===== config.mk =====
export PLATFORM = sky130hd
export DESIGN_NAME = bicolor_led_matrix_scan_driver
export DESIGN_NICKNAME = d
export VERILOG_FILES = /design/src/design/bclm_pkg.sv /design/src/design/bicolor_led_matrix_scan_driver.sv /design/src/design/bclm_ctrl.sv /design/src/design/bclm_datapath.sv
export SDC_FILE = /design/constraint.sdc
export NUM_CORES = 1
export LEC_CHECK = 0
export ABC_CLOCK_PERIOD_IN_PS = 10300
export BUFFER_PORTS_ARGS = -buffer_cell sky130_fd_sc_hd__buf_2
export CORE_UTILIZATION = 39
export CTS_BUF_LIST = sky130_fd_sc_hd__clkbuf_4 sky130_fd_sc_hd__clkbuf_8 sky130_fd_sc_hd__clkbuf_16
export CTS_CLUSTER_DIAMETER = 50
export DETAILED_ROUTE_END_ITERATION = 8
export PLACE_DENSITY = 0.65
export SLEW_MARGIN = 20
export SYNTH_ARGS = -nofsm -noshare
export SYNTH_HDL_FRONTEND = slang
export SYNTH_SLANG_ARGS = --single-unit

===== constraint.sdc =====
create_clock -name clk -period 10.3 [get_ports clk]
set_input_delay 2.06 -clock clk [delete_from_list [all_inputs] [get_ports clk]]
set_output_delay 2.06 -clock clk [all_outputs]
set_load 0.05 [all_outputs]

===== src/design/bclm_pkg.sv =====
// Shared types and constants for the bicolour LED matrix scan driver.
// Depends on nothing; every other design file imports it.
package bclm_pkg;

  localparam int COLUMNS_DEF = 16;
  localparam int ROWS_DEF    = 16;
  localparam int ROW_SEL_W   = 4;

  localparam logic [1:0] CMD_WRITE   = 2'd0;
  localparam logic [1:0] CMD_CLEAR   = 2'd1;
  localparam logic [1:0] CMD_REFRESH = 2'd2;

  localparam int COLOR_RED_BIT   = 1;
  localparam int COLOR_GREEN_BIT = 0;

  localparam logic KIND_SHIFT = 1'b0;
  localparam logic KIND_LATCH = 1'b1;

  typedef struct packed {
    logic [1:0] cmd;
    logic [3:0] pix_x;
    logic [3:0] pix_y;
    logic [1:0] pix_color;
  } bclm_req_t;

  typedef struct packed {
    logic                 kind;
    logic                 red_out;
    logic                 green_out;
    logic [ROW_SEL_W-1:0] row_select;
    logic                 display_on;
    logic                 last;
  } bclm_res_t;

  typedef struct packed {
    logic write_pix;
    logic clear;
    logic load_row;
    logic shift_col;
    logic latch_row;
  } bclm_cmd_t;

  typedef struct packed {
    logic last_col;
    logic out_free;
  } bclm_status_t;

endpackage


===== src/design/bicolor_led_matrix_scan_driver.sv =====
// Bicolour LED matrix row-scan driver: top level joining sequencer and datapath.
// Depends on bclm_pkg, bclm_ctrl and bclm_datapath.
//
// Write-pixel, clear-screen and unknown requests are taken without a stall
// and give no result. A refresh request holds the request side stalled after
// it is taken until its latch result is issued: the column shifter emits one
// active-low red/green bit per cycle while results are not stalled, one per
// column, then one latch result with the row select and display enable, all
// through a single output register, so any result-side stall stretches the run.
// Writes and clears after a refresh has been taken do not disturb its bits.
module bicolor_led_matrix_scan_driver #(
  parameter int COLUMNS = bclm_pkg::COLUMNS_DEF,
  parameter int ROWS    = bclm_pkg::ROWS_DEF
) (
  input  logic                clk,
  input  logic                rst,
  input  logic                req_valid,
  output logic                req_stall,
  input  bclm_pkg::bclm_req_t req,
  output logic                res_valid,
  input  logic                res_stall,
  output bclm_pkg::bclm_res_t res
);
  import bclm_pkg::*;

  bclm_cmd_t    cmd;
  bclm_status_t status;

  bclm_ctrl u_ctrl (
    .clk       (clk),
    .rst       (rst),
    .req_valid (req_valid),
    .req_cmd   (req.cmd),
    .req_stall (req_stall),
    .status    (status),
    .cmd       (cmd)
  );

  bclm_datapath #(
    .COLUMNS (COLUMNS),
    .ROWS    (ROWS)
  ) u_datapath (
    .clk       (clk),
    .rst       (rst),
    .req       (req),
    .cmd       (cmd),
    .status    (status),
    .res_valid (res_valid),
    .res_stall (res_stall),
    .res       (res)
  );

endmodule


===== src/design/bclm_ctrl.sv =====
// Sequencer for the scan driver: decodes requests and steps a refresh run.
// Depends on bclm_pkg; drives bclm_datapath through bclm_cmd_t.
module bclm_ctrl (
  input  logic                  clk,
  input  logic                  rst,
  input  logic                  req_valid,
  input  logic [1:0]            req_cmd,
  output logic                  req_stall,
  input  bclm_pkg::bclm_status_t status,
  output bclm_pkg::bclm_cmd_t   cmd
);
  import bclm_pkg::*;

  typedef enum logic [1:0] {IDLE, SHIFT, LATCH} state_t;

  state_t state;
  state_t state_next;

  always_comb begin
    cmd        = '0;
    state_next = state;
    unique case (state)
      IDLE: begin
        if (req_valid) begin
          unique case (req_cmd)
            CMD_WRITE:   cmd.write_pix = 1'b1;
            CMD_CLEAR:   cmd.clear = 1'b1;
            CMD_REFRESH: begin
              cmd.load_row = 1'b1;
              state_next   = SHIFT;
            end
            default: ;
          endcase
        end
      end
      SHIFT: begin
        if (status.out_free) begin
          cmd.shift_col = 1'b1;
          if (status.last_col) state_next = LATCH;
        end
      end
      LATCH: begin
        if (status.out_free) begin
          cmd.latch_row = 1'b1;
          state_next    = IDLE;
        end
      end
      default: state_next = IDLE;
    endcase
  end

  always_ff @(posedge clk) begin
    if (rst) begin
      state     <= IDLE;
      req_stall <= 1'b0;
    end else begin
      state     <= state_next;
      req_stall <= (state_next != IDLE);
    end
  end

endmodule


===== src/design/bclm_datapath.sv =====
// Frame planes, scan row counter, column shifter and result register.
// Depends on bclm_pkg; commanded by bclm_ctrl.
module bclm_datapath #(
  parameter int COLUMNS = bclm_pkg::COLUMNS_DEF,
  parameter int ROWS    = bclm_pkg::ROWS_DEF
) (
  input  logic                   clk,
  input  logic                   rst,
  input  bclm_pkg::bclm_req_t    req,
  input  bclm_pkg::bclm_cmd_t    cmd,
  output bclm_pkg::bclm_status_t status,
  output logic                   res_valid,
  input  logic                   res_stall,
  output bclm_pkg::bclm_res_t    res
);
  import bclm_pkg::*;

  localparam int COL_W = $clog2(COLUMNS);
  localparam int ROW_W = $clog2(ROWS);

  logic [COLUMNS-1:0] red_plane   [ROWS];
  logic [COLUMNS-1:0] green_plane [ROWS];
  logic [ROW_W-1:0]   scan_row;
  logic [COLUMNS-1:0] red_sh;
  logic [COLUMNS-1:0] green_sh;
  logic [COL_W-1:0]   col;

  logic               in_range;
  logic [ROW_W-1:0]   wr_row;
  logic [COLUMNS-1:0] mask;

  assign in_range = (int'(req.pix_x) < COLUMNS) && (int'(req.pix_y) < ROWS);
  assign wr_row   = req.pix_y[ROW_W-1:0];
  assign mask     = COLUMNS'(1) << req.pix_x;

  assign status.last_col = (col == COL_W'(COLUMNS - 1));
  assign status.out_free = !res_valid || !res_stall;

  always_ff @(posedge clk) begin
    if (rst) begin
      for (int r = 0; r < ROWS; r++) begin
        red_plane[r]   <= '0;
        green_plane[r] <= '0;
      end
      scan_row  <= '0;
      res_valid <= 1'b0;
    end else begin
      if (cmd.clear) begin
        for (int r = 0; r < ROWS; r++) begin
          red_plane[r]   <= '0;
          green_plane[r] <= '0;
        end
      end else if (cmd.write_pix && in_range) begin
        red_plane[wr_row] <= req.pix_color[COLOR_RED_BIT] ?
                             (red_plane[wr_row] | mask) : (red_plane[wr_row] & ~mask);
        green_plane[wr_row] <= req.pix_color[COLOR_GREEN_BIT] ?
                               (green_plane[wr_row] | mask) : (green_plane[wr_row] & ~mask);
      end
      if (cmd.latch_row) begin
        scan_row <= (scan_row == ROW_W'(ROWS - 1)) ? '0 : scan_row + 1'b1;
      end
      if (cmd.shift_col || cmd.latch_row) begin
        res_valid <= 1'b1;
      end else if (!res_stall) begin
        res_valid <= 1'b0;
      end
    end
  end

  always_ff @(posedge clk) begin
    if (cmd.load_row) begin
      red_sh   <= red_plane[scan_row];
      green_sh <= green_plane[scan_row];
      col      <= '0;
    end else if (cmd.shift_col) begin
      red_sh   <= red_sh >> 1;
      green_sh <= green_sh >> 1;
      col      <= col + 1'b1;
    end
    if (cmd.shift_col) begin
      res.kind       <= KIND_SHIFT;
      res.red_out    <= ~red_sh[0];
      res.green_out  <= ~green_sh[0];
      res.row_select <= '0;
      res.display_on <= 1'b0;
      res.last       <= 1'b0;
    end else if (cmd.latch_row) begin
      res.kind       <= KIND_LATCH;
      res.red_out    <= 1'b0;
      res.green_out  <= 1'b0;
      res.row_select <= ROW_SEL_W'(scan_row);
      res.display_on <= 1'b1;
      res.last       <= 1'b1;
    end
  end

endmodule


Word level (Yosys, flattened, before mapping)
Memories as Yosys holds them, arrays and structs flattened. A register that Yosys moved wholly into a read port is not among the register bits.
Cells that the tools add are included.

cells by class
  $add $sub $neg = 2
  equal/unequal tests = 7
  shift operators = 1
  muxes and demuxes = 76
  bitwise gates (word level) = 39
  reductions and logical operators = 11

operators by type and width
  operator              number
  $mux 16               40
  $and 16x16->16        2
  $or 1x1->1            32
  $or 16x16->16         2
  $reduce_or 16->1      2
  $mux 4                7
  $mux 1                19
  $mux 8                2
  $not 16->16           1
  $shl 1x4->16 const A  1
  $mux 2                5
  $add 4x1->4 const B   2
  $eq 4x4->1 const B    2
  $mux 3                2
  $pmux 2 s3            1
  $reduce_bool 2->1     3
  $eq 2x1->1 const B    2
  $eq 2x2->1 const B    2
  $logic_not 2->1       2
  $logic_not 1->1       2
  $logic_or 1x1->1      2
  $ne 2x1->1 const B    1
  $not 1->1             2

word-level totals
  flip-flop bits (word level) = 51
  RAM bits = 512
  bits of input ports = 16
  output and inout bits = 11
  logic and storage cells = 149
  memories kept = 2

memories
  memory                  words  width  read ports  clocked after memory_dff  wr ports  RTL line             source
  u_datapath.green_plane  16     16     2           1                         16        bclm_datapath.sv:22  logic [COLUMNS-1:0] green_plane [ROWS];
  u_datapath.red_plane    16     16     2           1                         16        bclm_datapath.sv:21  logic [COLUMNS-1:0] red_plane [ROWS];

Longest topological paths before layout
Gate-level depths: netlist of the first run.

  word-level depth = 10
  depth in mapped cells = 9
  depth with buffers taken out = 4

Hierarchy
A second synthesis of the first run with hierarchy kept.

unflattened totals
  cell total of the unflattened synthesis = 1,995
  area, all modules = 29,403.2 um2

by module, submodules not included
  module         times used  cells an instance  area an instance (um2)  sequential area each (um2)
  bclm_datapath  1           1,976              29,238.0                16,756.1
  bclm_ctrl      1           19                 165.2                   60.1

Worst setup path after synthesis of the first run
OpenSTA, ideal clock, no wires.

  path type = in2reg
  start = input req[2] (netlist name)
  end = memory u_datapath.green_plane[13][0] (netlist name), enable pin
  setup time = 0.466 ns
  data arrival time = 5.571 ns
  data required time = 9.834 ns
  setup slack = 4.263 ns
  stages on the path = 8
  buffers on the path = 5
  cells stage by stage = clkbuf_2 buf_6 buf_2 buf_2 nor2b_1 nand2_1 clkbuf_1 o21ai_0

RTL lines
  item             RTL line                              source
  start, declared  bicolor_led_matrix_scan_driver.sv:19  input bclm_pkg::bclm_req_t req,
  end, declared    bclm_datapath.sv:22

==> results.toml, run 1 <==
[status]
status = "finished clean"

[final_layout]
n_antenna_cell = 0
fin_nets = 2108
utilization_pct = 44.4
drive_above_1_share_pct = 24.6
final_cell_area_mm2 = 0.0331
area_delta_synth_final_pct = 12.4

[placement]
dp_hpwl_um = 58100
port_buffers = 26
dpl_cell_area_mm2 = 0.0307
gp_congestion = 0.918

[grt]
grt_max_degree = 103
grt_pass1_wl_um = 144000
grt_pass1_vias = 20700
grt_usage_pct = 25.9
grt_overflow = 0
grt_antenna_before_repair = 1

[clocking]
clock_path_buffers = 3
ctsHoldBuffers = 0
cts_buffers = 74
cts_tree = "done"
h-tree-depth = 3
cts.sinks = 567
post_cts_buffers = 0
clkLatencyLatePin_ps = 640
cts_resized = 0
cts_root_buffer = "clkbuf_16"
clk_pin_slew_ps = 50

[sta]
fin_crit_ps = 5380
tightest_slew_ps = 1160
fmax_mhz = 186
finalHoldViolCount = 0
post-route-period-util_pct = 52.3
setup_tns_ps = 0
fin_worst_skew_ps = 41.0
maxSlewViolCount = 0
max_slew_margin_pct = 22.4
fin_hold_ws_ps = 458
grt_setup_unrepaired = "no"
setup_viol_count_final = 0

[setup_path]
crit_required_ps = 10570
worstPathArrival_ps = 5650
slowest_delay_ps = 960
cp_cell_sequence = "buf_2, or4b_1, nor2_1, nand3_4, buf_4, o21ai_4, buf_4"
critPathKind = "in2reg"
critPathMostFrequentCell = "buf_4"
critPathMaxFanout = 66
slowest_stage = "o21ai_4"
endpoint_kind = "flop"
startpoint_type = "input pin"
r2r_cells = 6

[drt]
first_pass_iters = 5
drt-initial-drc-count = 3376
totalWireLength_um = 101000
m1WireLength_um = 36700
drc = 0
vias_per_cell = 6.75
top_layer = "met4"
wl_met2_um = 45900
antenna_left = 0
vias = 21000
wl_met3_um = 13400
wl_per_cell_um = 32.3

[die]
fp.dieH_um = 277
die_area_mm2 = 0.0766
ios = 27
start_util_pct = 39.5
num_rows = 100
core_area_mm2 = 0.0746
fp.dieW_um = 277

[power_and_ir_drop]
p_per_area_mw_per_mm2 = 175
ir_drop_v = 0.000139
finalPower_w = 0.00578
p_leak_nw = 10.6

[synth]
seq_area_frac_synth_pct = 57.1
ys_ff_latch = 567
synth_commonest_cells = "edfxtp_1 (546), nor2_1 (309), nor3_1 (271)"
yosysTopAreaCellShare_pct = 55.7
synth_ff_type = "edfxtp_1"
synthArstFlopShare_pct = 0
yosys.cell_count.top_type = "edfxtp_1"
synth_largest_area_cell = "edfxtp_1"
syn_inst = 2108
yosysWarnings = 0
syn_avg_cell_area_um2 = 14.0
synth-edff-count = 546
synth_area_mm2 = 0.0294
yosys-top-cells-area = "edfxtp_1 (56%), mux4_2 (17%), nor3_1 (4.6%), nor2_1 (3.9%), mux2i_1 (2.3%)"
synthesis.nets = 2126
yosysUniqueCellTypes = 49

[min_path]
min_path_cells = 2
hold_class = "reg2reg"

[job]
drv_cap = 0
final timing paths:
check | start | end | slack [ps]
max | req[10] | u_datapath.green_plane[11][12] | 4920
min | u_datapath.res[4] | u_datapath.res[4] | 460
max reg2reg | u_ctrl.state[0] | u_datapath.green_plane[11][12] | 6070
min reg2reg | u_datapath.res[4] | u_datapath.res[4] | 460
critical path, delay by kind of cell:
family,cells,cell delay (ps)
AND/OR/NAND/NOR,3,1470
AO/OA/AOI/OAI,1,960
buffers and inverters,3,1110
per-stage QoR:
step / std cells / worst slack [ps]
6_report: 3111 / 4920
5_1_grt: 3111 / 4880
4_1_cts: 3111 / 5030
3_5_place_dp: 2983 / 4390
3_3_place_gp: 2983 / 4400
2_1_floorplan: 2108 / 4260
flip-flops by register name, indices dropped and copies added (netlist names), named ones only:
name,flops
u_datapath.res_valid,1
u_datapath.res,7
u_datapath.red_plane,256
u_datapath.red_sh,16
u_ctrl.req_stall,1
u_datapath.scan_row,4
u_datapath.green_plane,256
u_datapath.col,4
u_datapath.green_sh,16
u_ctrl.state,2
power breakdown:
group	internal (W)	switching [W]	leakage, nW
clock network	0.00153	0.00104	1.17
logic	0.000169	0.000331	3.60
registers	0.00264	0.0000724	5.86
total	0.00434	0.00144	10.6
layout make-up:
class	count	area (um^2)
multi-input cells	1369	12100
flip-flops and latches	567	16800
inverters	3	11.3
clock buffers	87	1970
clock inverters	41	428
well taps	969	1210
repair buffers	75	523
fillers	6622	41500
logic make-up (layout without fill, tap and decap cells):
group	Yosys count	count (layout)	share of synthesized area [%]
mux	320	320	20.5
simple gates	855	855	14.7
fa+ha+maj	2	2	0.0850
xor+xnor	4	4	0.119
buf+inv	172	206	2.47
flops	567	567	57.1
compound gates	188	188	4.94
cells in the final DEF (no fill, tap or decap), types with 4 or more instances in the layout:
master / n
nor4_4: 25
inv_6: 8
buf_4: 49
or2_2: 6
edfxtp_1: 546
clkinv_1: 11
nand2_1: 110
nor3_1: 270
clkbuf_16: 74
nand2_2: 16
o22ai_1: 32
clkinvlp_4: 5
nor2_1: 308
mux4_2: 224
buf_2: 24
nand2b_1: 7
and2_1: 34
nor2b_1: 8
nand3_1: 34
mux2_2: 29
clkbuf_4: 10
a22oi_1: 30
a22o_1: 34
a211oi_1: 4
a21oi_1: 8
o21ai_4: 8
dfxtp_1: 18
o311ai_0: 63
bufinv_16: 6
nor4_2: 9
clkinv_2: 5
mux2i_1: 67
metal layers:
layer	vias up	track usage [%]
met4	0	10.3
met2	1729	40.3
li1	8410	-
met3	295	7.31
met1	10600	34.3
met5	-	0
Power figures use the tool's default switching activity.
==> run 2: changes to the inputs <==
--- a/config.mk
+++ b/config.mk
@@ -5,7 +5,7 @@
 export SDC_FILE = /design/constraint.sdc
 export NUM_CORES = 1
 export LEC_CHECK = 0
-export ABC_CLOCK_PERIOD_IN_PS = 10300
+export ABC_CLOCK_PERIOD_IN_PS = 5400
 export BUFFER_PORTS_ARGS = -buffer_cell sky130_fd_sc_hd__buf_2
 export CORE_UTILIZATION = 39
 export CTS_BUF_LIST = sky130_fd_sc_hd__clkbuf_4 sky130_fd_sc_hd__clkbuf_8 sky130_fd_sc_hd__clkbuf_16
==> constraint.sdc (replaced) <==
create_clock -name clk -period 5.4 [get_ports clk]
set_input_delay 1.08 -clock clk [delete_from_list [all_inputs] [get_ports clk]]
set_output_delay 1.08 -clock clk [all_outputs]
set_load 0.05 [all_outputs]
==> results.toml, run 2 (synthesis gave the netlist of run 1 again) <==
[status]
status = "finished clean"

[placement]
port_buffers = 26
place_inst = 3002
gp_congestion = 0.898
dp_hpwl_um = 59200

[setup_path]
critPathCapture = "u_datapath.red_plane[15][12]"
slowest_delay_ps = 720
endpoint_kind = "flop"
crit_family = "simple AND/OR/NAND/NOR gates"
critPathKind = "in2reg"
slowest_stage = "or4b_1"
regToRegEndpoint = "u_datapath.red_plane[15][12]"
crit_path_start = "req[10]"
critPathMaxFanout = 31
r2r_start = "u_ctrl.state[0]"
worstPathArrival_ps = 4030
cp_cell_sequence = "buf_2, or4b_1, nor2_1, nand3_4, o21ai_4, buf_12"
crit_required_ps = 5690
path_depth = 6
critPathBufInv = 2
startpoint_type = "input pin"
rrSetupSlack_ps = 1840
r2r_cells = 5

[clocking]
cts_root_buffer = "clkbuf_16"
h-tree-depth = 3
ctsHoldBuffers = 0
cts.sinks = 567
post_cts_buffers = 0
clkLatencyLatePin_ps = 620
cts_resized = 0
clk_pin_slew_ps = 60
clock_path_buffers = 3
cts_tree = "done"
cts_buffers = 68

[power_and_ir_drop]
p_leak_nw = 10.7
seqPwrFrac_pct = 47.2
p_int_w = 0.00826
comb_power_share_pct = 8.9
switching_share_pct = 24.6
p_sw_w = 0.00269
ir_drop_v = 0.000302
clock_power_share_pct = 43.9
p_per_area_mw_per_mm2 = 329

[sta]
post-route-period-util_pct = 69.1
tightest_slew_ps = 1200
setup_viol_count_final = 0
grt_setup_unrepaired = "no"
max_slew_margin_pct = 19.6
fmax_mhz = 268
fin_worst_skew_ps = 25.0
maxSlewViolCount = 0
finalHoldViolCount = 0
setup_tns_ps = 0
fin_crit_ps = 3730

[final_layout]
layout_commonest_cell = "edfxtp_1"
area_delta_synth_final_pct = 13.1
top_regs = "u_datapath.green_plane (256), u_datapath.red_plane (256)"
fin_cells = 3126
mostFrequentLayoutCells = "edfxtp_1 (546), nor2_1 (308), nor3_1 (269), mux4_2 (224), nand2_1 (110)"
n_antenna_cell = 0
drive_above_1_share_pct = 25.5
fin_nets = 2121
fillers = 6575

[min_path]
hold_class = "reg2reg"
min_path_cells = 2

[grt]
grt_overflow = 0
grt_pass1_wl_um = 144000
grt_pass1_vias = 20900
grt_max_degree = 77
grt_usage_pct = 25.9
grt_antenna_before_repair = 2

[drt]
wl_met3_um = 13200
drt-initial-drc-count = 3031
vias_per_cell = 6.71
drc = 0
m1WireLength_um = 36400
wl_met2_um = 45300
totalWireLength_um = 99300
antenna_left = 0
vias = 21000
first_pass_iters = 6
top_layer = "met5"
wl_per_cell_um = 31.8

[die]
fp.dieW_um = 277
num_rows = 100
core_area_mm2 = 0.0746
die_area_mm2 = 0.0766
fp.dieH_um = 277
ios = 27
start_util_pct = 39.5

[job]
drv_cap = 0
run 2: power by group through the flow:
stage	Combinational (W)	Clock, W	Sequential, W
after detailed placement	0.000950	0	0.00525
after floorplan	0.000608	0	0.00520
after CTS	0.000954	0.00483	0.00516
after global placement	0.000939	0	0.00524
final	0.000972	0.00481	0.00517
after global routing	0.00101	0.00500	0.00518
run 2: area by class of cell:
type	instances	area, um^2	area share (%)
multi-input cells	1369	12100	36.4
repair buffers	94	766	2.30
well taps	969	1210	3.64
flip-flops and latches	567	16800	50.6
inverters	3	11.3	0.0338
clock inverters	42	519	1.56
clock buffers	82	1820	5.48
run 2: metrics by stage:
step | utilization (%) | setup slack, ps | instance area [um^2] | power (W) | hold slack [ps]
after floorplan | - | 343 | 29400 | 0.00581 | 449
after global placement | 41.5 | 1150 | 30900 | 0.00618 | 449
after detailed placement | 41.5 | 1110 | 30900 | 0.00620 | 455
after CTS | 44.6 | 1720 | 33300 | 0.0109 | 463
after global routing | 44.6 | 1580 | 33300 | 0.0112 | 493
final | 44.6 | 1670 | 33300 | 0.0110 | 461
run 2: how the worst min path moves through the flow:
stage,startpoint,to
6_report,u_datapath.res[3],u_datapath.res[3]
5_1_grt,u_datapath.res[5],u_datapath.res[5]
4_1_cts,u_datapath.res[3],u_datapath.res[3]
3_5_place_dp,u_datapath.res[3],u_datapath.res[3]
3_3_place_gp,u_datapath.res[3],u_datapath.res[3]
2_1_floorplan,u_datapath.col[1],u_datapath.col[1]
run 2: routing by layer:
metal	vias to the layer above	track usage (%)
met4	4	10.8
met1	10600	34.5
li1	8442	-
met2	1664	40.0
met3	301	6.99
met5	-	0
run 2: worst reg2reg max path: stages, from the launching register on:
cell and delay, ps:
dfxtp_1 360, or4b_1 790, nor2_1 670, nand3_4 540, o21ai_4 590, buf_12 290
